`config.mk`:
```
export PLATFORM = sky130hd
export DESIGN_NAME = stereo_speaker_protect_gate_core_flat
export DESIGN_NICKNAME = d
export VERILOG_FILES = /design/src/sv/sspg_pkg.sv /design/src/sv/sspg_if.sv /design/src/sv/sspg_serial_mac.sv /design/src/sv/stereo_speaker_protect_gate_core.sv /design/src/flat_wrapper.sv
export SDC_FILE = /design/constraint.sdc
export NUM_CORES = 2
export LEC_CHECK = 0
export BUFFER_PORTS_ARGS = -buffer_cell sky130_fd_sc_hd__buf_2
export CAP_MARGIN = 20
export CORE_MARGIN = 1.5
export CORE_UTILIZATION = 50
export CTS_CLUSTER_DIAMETER = 200
export DETAILED_ROUTE_END_ITERATION = 8
export PLACE_DENSITY = 0.69
export SLEW_MARGIN = 10
export SYNTH_ARGS = -nofsm -noshare
export SYNTH_HDL_FRONTEND = slang
export SYNTH_SLANG_ARGS = --single-unit
```
`constraint.sdc`:
```
create_clock -name clk -period 8.1 [get_ports clk]
set_input_delay 0.81 -clock clk [delete_from_list [all_inputs] [get_ports clk]]
set_output_delay 0.81 -clock clk [all_outputs]
set_load 0.02 [all_outputs]
```
`src/sv/sspg_pkg.sv`:
```
`timescale 1ns / 1ps
package sspg_pkg;
	localparam int SAMPLE_BITS = 24;
	localparam int GAIN_FRAC_BITS = 16;
	localparam int HOLD_BITS = 24;
	localparam int GAIN_BITS = GAIN_FRAC_BITS + 1;
	localparam int HP_BITS = 32;
	localparam int COEF_BITS = 24;
	localparam int TRIP_BITS = 23;
	localparam int IDX_BITS = 3;
	localparam int CFG_BITS = 24;
	localparam logic [GAIN_BITS-1:0] UNITY = GAIN_BITS'(1) << GAIN_FRAC_BITS;
	localparam logic [GAIN_BITS-1:0] GAIN_EPS = GAIN_BITS'((1 << GAIN_FRAC_BITS) / 10000);
	localparam logic [SAMPLE_BITS-1:0] ONE_Q = SAMPLE_BITS'(1) << (SAMPLE_BITS - 4);
	localparam int NUM_BITS = SAMPLE_BITS - 4 + GAIN_FRAC_BITS + 1;

	localparam logic [IDX_BITS-1:0] REG_HP_POLE = 3'd0;
	localparam logic [IDX_BITS-1:0] REG_HP_GAIN = 3'd1;
	localparam logic [IDX_BITS-1:0] REG_HP_TRIP = 3'd2;
	localparam logic [IDX_BITS-1:0] REG_DROP_STEP = 3'd3;
	localparam logic [IDX_BITS-1:0] REG_HOLD_LEN = 3'd4;
	localparam logic [IDX_BITS-1:0] REG_RISE_STEP = 3'd5;

	localparam logic [1:0] MODE_IDLE = 2'd0;
	localparam logic [1:0] MODE_DROP = 2'd1;
	localparam logic [1:0] MODE_HOLD = 2'd2;
	localparam logic [1:0] MODE_RISE = 2'd3;

	typedef struct packed {
		logic signed [SAMPLE_BITS-1:0] left_sample;
		logic signed [SAMPLE_BITS-1:0] right_sample;
		logic left_invalid;
		logic right_invalid;
	} in_t;

	typedef struct packed {
		logic signed [SAMPLE_BITS-1:0] left_out;
		logic signed [SAMPLE_BITS-1:0] right_out;
		logic signed [SAMPLE_BITS-1:0] mono_out;
		logic [GAIN_BITS-1:0] gain_now;
		logic [1:0] mode_now;
	} out_t;
endpackage

```
`src/sv/sspg_if.sv`:
```
`timescale 1ns / 1ps
interface sspg_in_if;
	logic valid;
	logic ready;
	sspg_pkg::in_t data;
	modport source (output valid, output data, input ready);
	modport sink (input valid, input data, output ready);
endinterface

interface sspg_out_if;
	logic valid;
	logic ready;
	sspg_pkg::out_t data;
	modport source (output valid, output data, input ready);
	modport sink (input valid, input data, output ready);
endinterface

```
`src/sv/sspg_serial_mac.sv`:
```
`timescale 1ns / 1ps
// Bit-serial signed multiply: a (signed) times b (unsigned), one bit of b per cycle.
module sspg_serial_mac (
	input logic clk,
	input logic arst_n,
	input logic start,
	input logic signed [sspg_pkg::HP_BITS:0] a,
	input logic [sspg_pkg::COEF_BITS-1:0] b,
	output logic done,
	output logic signed [sspg_pkg::HP_BITS+sspg_pkg::COEF_BITS+1:0] prod
);
	import sspg_pkg::*;
	localparam int PW = HP_BITS + COEF_BITS + 2;
	localparam int CW = $clog2(COEF_BITS + 1);

	logic [COEF_BITS-1:0] b_q;
	logic signed [PW-1:0] a_q;
	logic [CW-1:0] cnt_q;
	logic busy_q;

	// shift-add, multiplicand moves up one place per cycle
	always_ff @(posedge clk or negedge arst_n) begin
		if (!arst_n) begin
			busy_q <= 1'b0;
			cnt_q <= '0;
			done <= 1'b0;
		end else begin
			done <= 1'b0;
			if (start) begin
				busy_q <= 1'b1;
				cnt_q <= '0;
			end else if (busy_q) begin
				cnt_q <= cnt_q + 1'b1;
				if (cnt_q == CW'(COEF_BITS - 1)) begin
					busy_q <= 1'b0;
					done <= 1'b1;
				end
			end
		end
	end

	always_ff @(posedge clk) begin
		if (start) begin
			b_q <= b;
			a_q <= PW'(a);
			prod <= '0;
		end else if (busy_q) begin
			if (b_q[0]) prod <= prod + a_q;
			a_q <= a_q <<< 1;
			b_q <= b_q >> 1;
		end
	end
endmodule

```
`src/sv/stereo_speaker_protect_gate_core.sv`:
```
`timescale 1ns / 1ps
// Steps from the accepting edge to a valid result: two bit-serial high-pass
// multiplies, the restoring divider, the output gain multiply and the filter update,
// gain select and output steps.
// One item in flight; the next request is taken the cycle after the result is posted.
// A waiting result stalls only the final step, not the input.
// Reset (arst_n low, asynchronous): idle mode, unity gain, filter state zero, defaults.
module stereo_speaker_protect_gate_core (
	input logic clk,
	input logic arst_n,
	sspg_in_if.sink in_ch,
	sspg_out_if.source out_ch,
	input logic cfg_we,
	input logic [sspg_pkg::IDX_BITS-1:0] cfg_index,
	input logic [sspg_pkg::CFG_BITS-1:0] cfg_data
);
	import sspg_pkg::*;
	localparam int PW = HP_BITS + COEF_BITS + 2;
	localparam int DW = $clog2(NUM_BITS + 1);
	localparam int MW = $clog2(GAIN_BITS + 1);
	localparam int OW = SAMPLE_BITS + GAIN_BITS + 1;

	typedef enum logic [3:0] {
		ST_IDLE, ST_MUL1, ST_MUL2, ST_HP, ST_DIV, ST_GAIN, ST_MULO, ST_OUT
	} state_t;

	state_t state_q;
	logic [COEF_BITS-1:0] pole_q, bgain_q;
	logic [TRIP_BITS-1:0] trip_q;
	logic [GAIN_BITS-1:0] dstep_q, rstep_q;
	logic [HOLD_BITS-1:0] hlen_q, hold_q;
	logic [1:0] mode_q;
	logic [GAIN_BITS-1:0] slew_q, g_q;
	logic signed [SAMPLE_BITS-1:0] last_in_q, l_q, r_q, mono_q;
	logic signed [HP_BITS-1:0] last_out_q;
	logic inv_q, hot_q;
	logic [SAMPLE_BITS-1:0] peak_q;
	logic signed [PW-1:0] acc_q;
	logic [NUM_BITS-1:0] quo_q;
	logic [SAMPLE_BITS:0] rem_q;
	logic [DW-1:0] dcnt_q;
	logic [GAIN_BITS-1:0] mb_q;
	logic [MW-1:0] mcnt_q;
	logic signed [OW-1:0] pl_q, pr_q, al_q, ar_q;
	logic out_v_q;
	out_t out_q;

	// configuration
	always_ff @(posedge clk or negedge arst_n) begin
		if (!arst_n) begin
			pole_q <= 24'd14549379; bgain_q <= 24'd15663302; trip_q <= 23'd2092184;
			dstep_q <= 17'd186; hlen_q <= HOLD_BITS'(14685); rstep_q <= 17'd2;
		end else if (cfg_we) begin
			case (cfg_index)
				REG_HP_POLE: pole_q <= cfg_data[COEF_BITS-1:0];
				REG_HP_GAIN: bgain_q <= cfg_data[COEF_BITS-1:0];
				REG_HP_TRIP: trip_q <= cfg_data[TRIP_BITS-1:0];
				REG_DROP_STEP: dstep_q <= cfg_data[GAIN_BITS-1:0];
				REG_HOLD_LEN: hlen_q <= cfg_data[HOLD_BITS-1:0];
				REG_RISE_STEP: rstep_q <= cfg_data[GAIN_BITS-1:0];
				default: ;
			endcase
		end
	end

	// input decode
	logic signed [SAMPLE_BITS-1:0] li, ri;
	logic [SAMPLE_BITS-1:0] ali, ari, pki;
	logic signed [SAMPLE_BITS:0] sum_i;
	always_comb begin
		li = in_ch.data.left_invalid ? '0 : in_ch.data.left_sample;
		ri = in_ch.data.right_invalid ? '0 : in_ch.data.right_sample;
		ali = li[SAMPLE_BITS-1] ? SAMPLE_BITS'(-li) : li;
		ari = ri[SAMPLE_BITS-1] ? SAMPLE_BITS'(-ri) : ri;
		pki = (ali > ari) ? ali : ari;
		sum_i = {li[SAMPLE_BITS-1], li} + {ri[SAMPLE_BITS-1], ri};
	end

	// result register parts input from output
	assign in_ch.ready = (state_q == ST_IDLE);

	// shared serial multiplier
	logic m_start, m_done;
	logic signed [HP_BITS:0] m_a;
	logic [COEF_BITS-1:0] m_b;
	logic signed [PW-1:0] m_prod;
	sspg_serial_mac u_mac (.clk, .arst_n, .start(m_start), .a(m_a), .b(m_b),
		.done(m_done), .prod(m_prod));

	always_comb begin
		m_start = 1'b0;
		m_a = (HP_BITS+1)'(mono_q) - (HP_BITS+1)'(last_in_q);
		m_b = bgain_q;
		if (state_q == ST_IDLE && in_ch.valid && in_ch.ready) begin
			m_start = 1'b1;
			m_a = (HP_BITS+1)'(sum_i >>> 1) - (HP_BITS+1)'(last_in_q);
		end else if (state_q == ST_MUL1 && m_done) begin
			m_start = 1'b1;
			m_a = (HP_BITS+1)'(last_out_q);
			m_b = pole_q;
		end
	end

	// filter result with rounding and saturation
	logic signed [PW-1:0] hp_full;
	logic signed [HP_BITS-1:0] hp_sat;
	logic [HP_BITS-1:0] hp_abs;
	always_comb begin
		hp_full = (acc_q + m_prod + (PW'(1) <<< 23)) >>> 24;
		if (hp_full > PW'(32'sh7FFFFFFF)) hp_sat = 32'sh7FFFFFFF;
		else if (hp_full < -PW'(64'sh80000000)) hp_sat = 32'sh80000000;
		else hp_sat = hp_full[HP_BITS-1:0];
		hp_abs = hp_sat[HP_BITS-1] ? HP_BITS'(-hp_sat) : hp_sat;
	end

	// divider trial subtract
	logic [SAMPLE_BITS:0] rem_sh;
	logic [DW-1:0] dbit;
	always_comb begin
		dbit = DW'(NUM_BITS - 1) - dcnt_q;
		rem_sh = {rem_q[SAMPLE_BITS-1:0], (dbit == DW'(NUM_BITS - 1))};
	end

	// gain slew step
	logic [GAIN_BITS-1:0] ds, rs, ns;
	logic [1:0] nm;
	always_comb begin
		ds = (dstep_q == '0) ? GAIN_BITS'(1) : dstep_q;
		rs = (rstep_q == '0) ? GAIN_BITS'(1) : rstep_q;
		ns = slew_q;
		nm = mode_q;
		case (mode_q)
			MODE_DROP: begin
				ns = (slew_q <= ds) ? '0 : slew_q - ds;
				if (ns <= GAIN_EPS) begin ns = '0; nm = MODE_HOLD; end
			end
			MODE_HOLD: begin
				ns = '0;
				if (hold_q <= HOLD_BITS'(1)) nm = MODE_RISE;
			end
			MODE_RISE: begin
				ns = (UNITY - slew_q <= rs) ? UNITY : slew_q + rs;
				if (ns >= UNITY - GAIN_EPS) begin ns = UNITY; nm = MODE_IDLE; end
			end
			default: begin ns = UNITY; nm = MODE_IDLE; end
		endcase
	end

	logic signed [OW-1:0] ol, orr;
	logic signed [SAMPLE_BITS-1:0] ols, ors;
	logic signed [SAMPLE_BITS:0] om;
	always_comb begin
		ol = (al_q + (OW'(1) <<< (GAIN_FRAC_BITS - 1))) >>> GAIN_FRAC_BITS;
		orr = (ar_q + (OW'(1) <<< (GAIN_FRAC_BITS - 1))) >>> GAIN_FRAC_BITS;
		ols = ol[SAMPLE_BITS-1:0];
		ors = orr[SAMPLE_BITS-1:0];
		om = ({ols[SAMPLE_BITS-1], ols} + {ors[SAMPLE_BITS-1], ors}) >>> 1;
	end

	// sequencer
	always_ff @(posedge clk or negedge arst_n) begin
		if (!arst_n) begin
			state_q <= ST_IDLE;
			mode_q <= MODE_IDLE;
			slew_q <= UNITY;
			hold_q <= '0;
			last_in_q <= '0;
			last_out_q <= '0;
			out_v_q <= 1'b0;
		end else begin
			if (out_v_q && out_ch.ready) out_v_q <= 1'b0;
			case (state_q)
				ST_IDLE: if (in_ch.valid && in_ch.ready) begin
					l_q <= li; r_q <= ri;
					mono_q <= SAMPLE_BITS'(sum_i >>> 1);
					peak_q <= pki;
					inv_q <= in_ch.data.left_invalid | in_ch.data.right_invalid;
					state_q <= ST_MUL1;
				end
				ST_MUL1: if (m_done) begin
					acc_q <= m_prod;
					state_q <= ST_MUL2;
				end
				ST_MUL2: if (m_done) state_q <= ST_HP;
				ST_HP: begin
					last_out_q <= hp_sat;
					last_in_q <= mono_q;
					hot_q <= (peak_q > ONE_Q);
					if (hp_abs >= HP_BITS'(trip_q) || peak_q > ONE_Q || inv_q) begin
						mode_q <= MODE_DROP;
						hold_q <= (hlen_q == '0) ? HOLD_BITS'(1) : hlen_q;
					end
					rem_q <= '0; quo_q <= '0; dcnt_q <= '0;
					state_q <= ST_DIV;
				end
				ST_DIV: begin
					if (rem_sh >= {1'b0, peak_q}) begin
						rem_q <= rem_sh - {1'b0, peak_q};
						quo_q <= {quo_q[NUM_BITS-2:0], 1'b1};
					end else begin
						rem_q <= rem_sh;
						quo_q <= {quo_q[NUM_BITS-2:0], 1'b0};
					end
					dcnt_q <= dcnt_q + 1'b1;
					if (dcnt_q == DW'(NUM_BITS - 1)) state_q <= ST_GAIN;
				end
				ST_GAIN: begin
					slew_q <= ns;
					mode_q <= nm;
					if (mode_q == MODE_HOLD && hold_q != '0) hold_q <= hold_q - 1'b1;
					if (hot_q && (NUM_BITS)'(ns) > quo_q) g_q <= quo_q[GAIN_BITS-1:0];
					else g_q <= ns;
					if (hot_q && (NUM_BITS)'(ns) > quo_q) mb_q <= quo_q[GAIN_BITS-1:0];
					else mb_q <= ns;
					pl_q <= OW'(l_q); pr_q <= OW'(r_q);
					al_q <= '0; ar_q <= '0; mcnt_q <= '0;
					state_q <= ST_MULO;
				end
				ST_MULO: begin
					// one gain bit per cycle on both channels
					if (mb_q[0]) begin al_q <= al_q + pl_q; ar_q <= ar_q + pr_q; end
					pl_q <= pl_q <<< 1; pr_q <= pr_q <<< 1;
					mb_q <= mb_q >> 1;
					mcnt_q <= mcnt_q + 1'b1;
					if (mcnt_q == MW'(GAIN_BITS - 1)) state_q <= ST_OUT;
				end
				ST_OUT: if (!out_v_q) begin
					out_q.left_out <= ols;
					out_q.right_out <= ors;
					out_q.mono_out <= om[SAMPLE_BITS-1:0];
					out_q.gain_now <= g_q;
					out_q.mode_now <= mode_q;
					out_v_q <= 1'b1;
					state_q <= ST_IDLE;
				end
				default: state_q <= ST_IDLE;
			endcase
		end
	end

	assign out_ch.valid = out_v_q;
	assign out_ch.data = out_q;
endmodule

```
`src/flat_wrapper.sv`:
```
// flat-port wrapper written by rule: the top's interface ports become plain ports
module stereo_speaker_protect_gate_core_flat import sspg_pkg::*;
  (clk, arst_n, cfg_we, cfg_index, cfg_data, in_ch_valid, in_ch_data, in_ch_ready, out_ch_valid, out_ch_data, out_ch_ready);
  sspg_in_if in_ch_i ();
  sspg_out_if out_ch_i ();
  input logic clk;
  input logic arst_n;
  input logic cfg_we;
  input logic [sspg_pkg::IDX_BITS-1:0] cfg_index;
  input logic [sspg_pkg::CFG_BITS-1:0] cfg_data;
  input wire logic [$bits(in_ch_i.valid)-1:0] in_ch_valid;
  input wire logic [$bits(in_ch_i.data)-1:0] in_ch_data;
  output wire logic [$bits(in_ch_i.ready)-1:0] in_ch_ready;
  output wire logic [$bits(out_ch_i.valid)-1:0] out_ch_valid;
  output wire logic [$bits(out_ch_i.data)-1:0] out_ch_data;
  input wire logic [$bits(out_ch_i.ready)-1:0] out_ch_ready;
  assign in_ch_i.valid = in_ch_valid;
  assign in_ch_i.data = in_ch_data;
  assign in_ch_ready = in_ch_i.ready;
  assign out_ch_valid = out_ch_i.valid;
  assign out_ch_data = out_ch_i.data;
  assign out_ch_i.ready = out_ch_ready;
  stereo_speaker_protect_gate_core u_core (.clk(clk), .arst_n(arst_n), .in_ch(in_ch_i), .out_ch(out_ch_i), .cfg_we(cfg_we), .cfg_index(cfg_index), .cfg_data(cfg_data));
endmodule
```
Word level (Yosys, flattened, before mapping)
Index checks and enable logic that the tools add are counted.

storage, ports and cells
  register bits = 901
  bits in latches = 0
  memory bits (writable) = 0
  bits in read-only memories = 0
  input bits = 82
  memories = 0

cells by class
  add/sub/neg operators = 23
  multiply operators = 0
  div/mod/pow operators = 0
  magnitude comparators = 12
  equal/unequal tests = 31
  shift operators = 0
  mux-type cells = 67
  bitwise operators = 2
  reductions and logical operators = 36

operators by type and width
  operator                                                                           number
  42-bit one-hot mux with 2 select lines                                             4
  24-bit two-way mux                                                                 13
  17-bit two-way mux                                                                 7
  58-bit adder                                                                       2
  58-bit two-way mux                                                                 2
  32-bit two-way mux                                                                 3
  24-bit one-hot mux with 2 select lines                                             2
  42-bit adder                                                                       2
  42-bit two-way mux                                                                 2
  40-bit by 17-bit adder with 40-bit output, second input constant                   2
  37-bit one-hot mux with 2 select lines                                             1
  33-bit two-way mux                                                                 2
  58-bit by 25-bit adder with 58-bit output, second input constant                   1
  17-bit one-hot mux with 3 select lines                                             1
  24-bit by 24-bit adder with 25-bit output                                          2
  24-bit by 24-bit subtractor with 25-bit output                                     2
  24-bit negator                                                                     2
  17-bit by 37-bit greater-than comparator with 1-bit output                         1
  34-bit by 32-bit greater-than comparator with 1-bit output, second input constant  1
  17-bit less-or-equal comparator                                                    2
  17-bit zero test                                                                   2
  34-bit by 32-bit less-than comparator with 1-bit output, second input constant     1
  17-bit one-hot mux with 2 select lines                                             1
  32-bit by 23-bit greater-or-equal comparator with 1-bit output                     1
  50 further kinds                                                                   112

Longest topological paths before layout
  word-level depth = 12
  depth in mapped cells = 41

Modules after synthesis
A second synthesis with hierarchy kept.

second synthesis, totals
  cells, all modules = 5,825
  area total of the unflattened synthesis = 57,360.0 µm²

by module, submodules not included
  module                            instances  cells each  area an instance (µm²)
  stereo_speaker_protect_gate_core  1          4,859       48,405.2
  sspg_serial_mac                   1          966         8,954.8

Worst setup path after synthesis
No wires, ideal clock.

  kind = register to register
  from = reg u_core.acc_q[4]
  to = reg u_core.hold_q[4]
  arrival = 8,003 ps
  required time = 7,977 ps
  slack = -26 ps
  stages on the path, launching flop included = 39
  buffers on the path = 4
  period minus slack after synthesis = 8,126 ps
  cells stage by stage = edfxtp_1 -> ha_1 -> ha_1 -> nand4_1 -> o21ai_1 -> nor3_1 -> or4_4 -> a2111oi_4 -> o211ai_2 -> a21oi_2 -> o311ai_0 -> o211ai_1 -> clkbuf_1 -> clkbuf_1 -> o21ai_0 -> a21o_1 -> ha_1 -> o31a_1 -> [3 not listed] -> a2bb2oi_2 -> or2_4 -> buf_8 -> nand2_1 -> xor2_1 -> ha_1 -> nor2b_1 -> o21ai_0 -> o21ai_0 -> o211ai_1 -> o211ai_1 -> a221oi_1 -> o2111ai_1 -> a2111oi_0 -> nand4bb_1 -> or2_1 -> buf_6 -> o221a_2

between the ends
  cells in the longest elaborated chain, start to end = 12

ends and longest elaborated chain
  item                                                                RTL line                                 source
  from (decl)                                                         stereo_speaker_protect_gate_core.sv:38   logic signed [PW-1:0] acc_q;
  from (signal assigned)                                              stereo_speaker_protect_gate_core.sv:181  acc_q <= m_prod;
  58-bit adder (*)                                                    stereo_speaker_protect_gate_core.sv:109  hp_full = (acc_q + m_prod + (PW'(1) <<< 23)) >>> 24;
  58-bit by 25-bit adder with 58-bit output (*)                       stereo_speaker_protect_gate_core.sv:109
  34-bit by 32-bit less-than comparator with 1-bit output             stereo_speaker_protect_gate_core.sv:111  else if (hp_full < -PW'(64'sh80000000)) hp_sat = 32'sh80000000;
  32-bit two-way mux                                                  stereo_speaker_protect_gate_core.sv:111
  32-bit two-way mux (*)                                              stereo_speaker_protect_gate_core.sv:110  if (hp_full > PW'(32'sh7FFFFFFF)) hp_sat = 32'sh7FFFFFFF;
  32-bit negator                                                      stereo_speaker_protect_gate_core.sv:113  hp_abs = hp_sat[HP_BITS-1] ? HP_BITS'(-hp_sat) : hp_sat;
  32-bit two-way mux (*)                                              stereo_speaker_protect_gate_core.sv:113
  32-bit by 23-bit greater-or-equal comparator with 1-bit output (*)  stereo_speaker_protect_gate_core.sv:189  if (hp_abs >= HP_BITS'(trip_q) || peak_q > ONE_Q || inv_q) begin
  1-bit logical OR (*) (2 in series)                                  stereo_speaker_protect_gate_core.sv:189
  2-bit by 1-bit != test with 1-bit output (no line) (*)              -
  3-bit AND reduction (no line) (*)                                   -
  to (signal assigned)                                                stereo_speaker_protect_gate_core.sv:191  hold_q <= (hlen_q == '0) ? HOLD_BITS'(1) : hlen_q;
  to (signal assigned)                                                stereo_speaker_protect_gate_core.sv:210  if (mode_q == MODE_HOLD && hold_q != '0) hold_q <= hold_q - 1'b1;
  to (decl)                                                           stereo_speaker_protect_gate_core.sv:31   logic [HOLD_BITS-1:0] hlen_q, hold_q;

Every way passes the cells marked *; elsewhere a longest branch is shown, timed or not.
A chain may end at the register's enable or synchronous reset.

Worst setup path in the final report
  from = reg u_core.acc_q[9]
  to = reg u_core.hold_q[16]

The elaborated chain is that of the path after synthesis.

==> results.toml <==
[outcome]
status = "completed"

[synth]
ys.flop_type = "edfxtp_1"
yosysSeqAreaShare_pct = 44.9
yosysWarningCount = 0
synth_area_mm2 = 0.0558
syn_avg_cell_area_um2 = 9.87
synthArstFlopShare_pct = 26.8
yosysUniqueCellTypes = 112
ys_ff_latch = 892
syn-num-nets = 6217
synthCells = 5653
synth_edf_count = 595

[route]
drtPass1Iterations = 5
via_per_inst = 5.81
drcViolationCount = 0
via_count = 42988
drt_wl_total_mm = 144
final_antenna_net_count = 0
routedWlPerCell_um = 19.5
drt_iter0_drc = 3152

[layout]
multi_input_area_mm2 = 0.0295
drive_gt1_share_pct = 14.3
fillers = 9572
antenna_cells = 0
regArea_mm2 = 0.0251
area_growth_pct = 12.2
final_nets = 6392
fin_cells = 7399

[power_and_ir_drop]
peakVddDrop_mv = 0.155
p_leak_nw = 27.1
pwr_density_cell_mw_per_mm2 = 173

[job]
drv_cap = 0

[critical_path]
required_ns = 8.73
cpMaxStageDelayCell = "or4_4"
path_buf_inv = 4
rr_startpoint = "u_core.acc_q[9]$_DFFE_PP_"
crit_path_end_kind = "flop"
worstSetupPathType = "reg2reg"
cp_slowest_stage_delay_ns = 0.53
r2r_cells = 37
crit_path_max_fanout = 5
start_kind = "flop"
cp.arrival_ns = 8.49
rrSetupSlack_ns = 0.24
worstReg2RegEnd = "u_core.hold_q[16]$_DFFE_PN0P_"
path_delay_family = "compound AO/OA/AOI/OAI gates"

[global_routing]
grt_pass1_vias = 41424
grt_pass1_wl_mm = 225
grt_max_degree = 90
grt_overflow = 0
grt_usage_pct = 24.8
antenna_found_initial = 4

[timing]
worst_pin_slew_ns = 1.14
setup_violations = 0
fin_skew_ns = 0.0447
period_share_pct = 97.1
finalHoldViolCount = 0
worst_slack_ns = 0.236
slew_headroom_pct = 22.9
fmax_mhz = 127
slew_violations = 0
fin_crit_ns = 7.86
grt_setup_unrepaired = "true"

[clocking]
insertion_delay_ns = 0.72
root_buffer = "clkbuf_16"
cts-htree-levels = 3
ctsHoldBuffers = 0
clkTransAtPathRegs_ns = 0.06
cts_tree = "yes"
cts_made_buffers = 97
cts_buffer_depth = 3
clock_sinks = 892

[placement]
dp.cells = 7196
io_buffers = 174
gp_congestion = 0.966
post-dp-hpwl_mm = 106
pre_cts_ws_ns = -0.169

[die]
rows = 122
die_y_um = 337
die_w_um = 337
design.core.area_mm2 = 0.111
boundaryPins = 175
start_util_pct = 50.4
dieArea_mm2 = 0.114

[worst_hold_path]
hp-class = "in2async"
-- logic make-up after synthesis --
group / count (synthesis) / synth area share (%)
muxes: 166 / 3.31
buffers and inverters: 499 / 3.50
xor gates and xnor gates: 336 / 5.29
DFF: 892 / 44.9
and+or+nand+nor: 1869 / 15.8
AOI/OAI and AO/OA: 1409 / 16.2
adders and majority gates: 482 / 10.9
-- where the power goes --
group	internal, mW	switching [mW]	leakage (nW)
clock network	2.64	1.93	1.60
registers	5.03	0.121	9.24
logic	0.469	0.645	16.3
-- synth_stat cells, types with 54 or more instances --
library cell	count	share of area, %
mux2_2	147	3.0
nor2b_1	95	1.1
a21oi_1	376	3.4
edfxtp_1	595	32
nand3_1	139	1.2
o21ai_0	348	3.1
xor2_1	128	2.0
a21o_1	202	2.7
nand2_1	659	4.4
dfrtp_1	189	8.5
nor3_1	126	1.1
and3_1	74	0.83
inv_1	286	1.9
nand4_1	60	0.67
o21a_1	54	0.73
ha_1	473	11
nor2_1	418	2.8
dfxtp_1	58	2.1
xnor2_1	207	3.3
clkbuf_1	182	1.2
-- per-layer routing --
metal,GRT usage [%],share of wire (%)
met1,32.7,44
met2,42.0,48
met3,3.52,5.0
met4,8.09,3.2
met5,0,0.056
-- flip-flops by register name (all words and copies together) (netlist names), 32 cells and up --
| name | cells |
|---|---|
| u_core.pl_q | 40 |
| u_core.quo_q | 37 |
| u_core.ar_q | 40 |
| u_core.pr_q | 40 |
| u_core.u_mac.a_q | 58 |
| u_core.u_mac.prod | 58 |
| u_core.al_q | 40 |
| u_core.out_ch.data | 91 |
| u_core.acc_q | 58 |
| u_core.last_out_q | 32 |
-- stage by stage --
step | power (mW) | hold slack, ns | TNS [ns] | instance area (um^2) | util (%)
global placement | 6.28 | 0.404 | 0 | 58500 | 52.8
CTS | 10.9 | 0.0318 | 0 | 61800 | 55.8
floorplan | 5.95 | 0.400 | 0 | 55800 | -
global route | 11.2 | 0.0560 | -1.14 | 62600 | 56.6
detailed placement | 6.31 | 0.405 | -1.46 | 58500 | 52.8
finish | 10.8 | 0.0482 | 0 | 62600 | 56.6
-- worst max path at each step --
stage                                    end  cells past startpoint                 startpoint  slack [ns]
6_report       u_core.hold_q[16]$_DFFE_PN0P_                     37  u_core.acc_q[9]$_DFFE_PP_        0.24
5_1_grt        u_core.hold_q[17]$_DFFE_PN0P_                     38  u_core.acc_q[2]$_DFFE_PP_       -0.08
4_1_cts         u_core.hold_q[2]$_DFFE_PN0P_                     35  u_core.acc_q[4]$_DFFE_PP_        0.02
3_5_place_dp    u_core.hold_q[4]$_DFFE_PN0P_                     35  u_core.acc_q[4]$_DFFE_PP_       -0.17
3_3_place_gp    u_core.hold_q[4]$_DFFE_PN0P_                     36  u_core.acc_q[4]$_DFFE_PP_        0.11
2_1_floorplan   u_core.hold_q[4]$_DFFE_PN0P_                     38  u_core.acc_q[4]$_DFFE_PP_         0.1
-- area by class of cell --
class | count | area share (%)
timing repair buffer | 287 | 2.85
clock buffer | 119 | 4.11
inverter | 287 | 1.72
clock inverter | 63 | 1.18
sequential | 892 | 40.1
multi-input combinational | 4263 | 47.1
tap | 1488 | 2.97
-- cell usage in the layout (no fill, tap or decap), types with 72 or more instances in the layout --
cell and count:
buf_4 108, xnor2_1 207, xor2_1 128, a21o_1 201
edfxtp_1 595, clkbuf_16 100, buf_2 173, ha_1 444
nor2_1 413, o21ai_0 337, nor3_1 119, a21oi_1 360
dfrtp_1 189, and3_1 72, nor2b_1 95, mux2_2 147
nand3_1 135, nand2_1 653, inv_1 285
-- what timing repair did --
item / 4_1_cts / 5_1_grt
cloned: 0 / 4
buffers inserted: 0 / 16
gates resized for setup: 4 / 113
setup endpoints to repair: 23 / 58
endpoints found under the hold margin: 0 / 0
pin swaps: 1 / 39
Note: power is estimated with default switching activity, not from simulation.
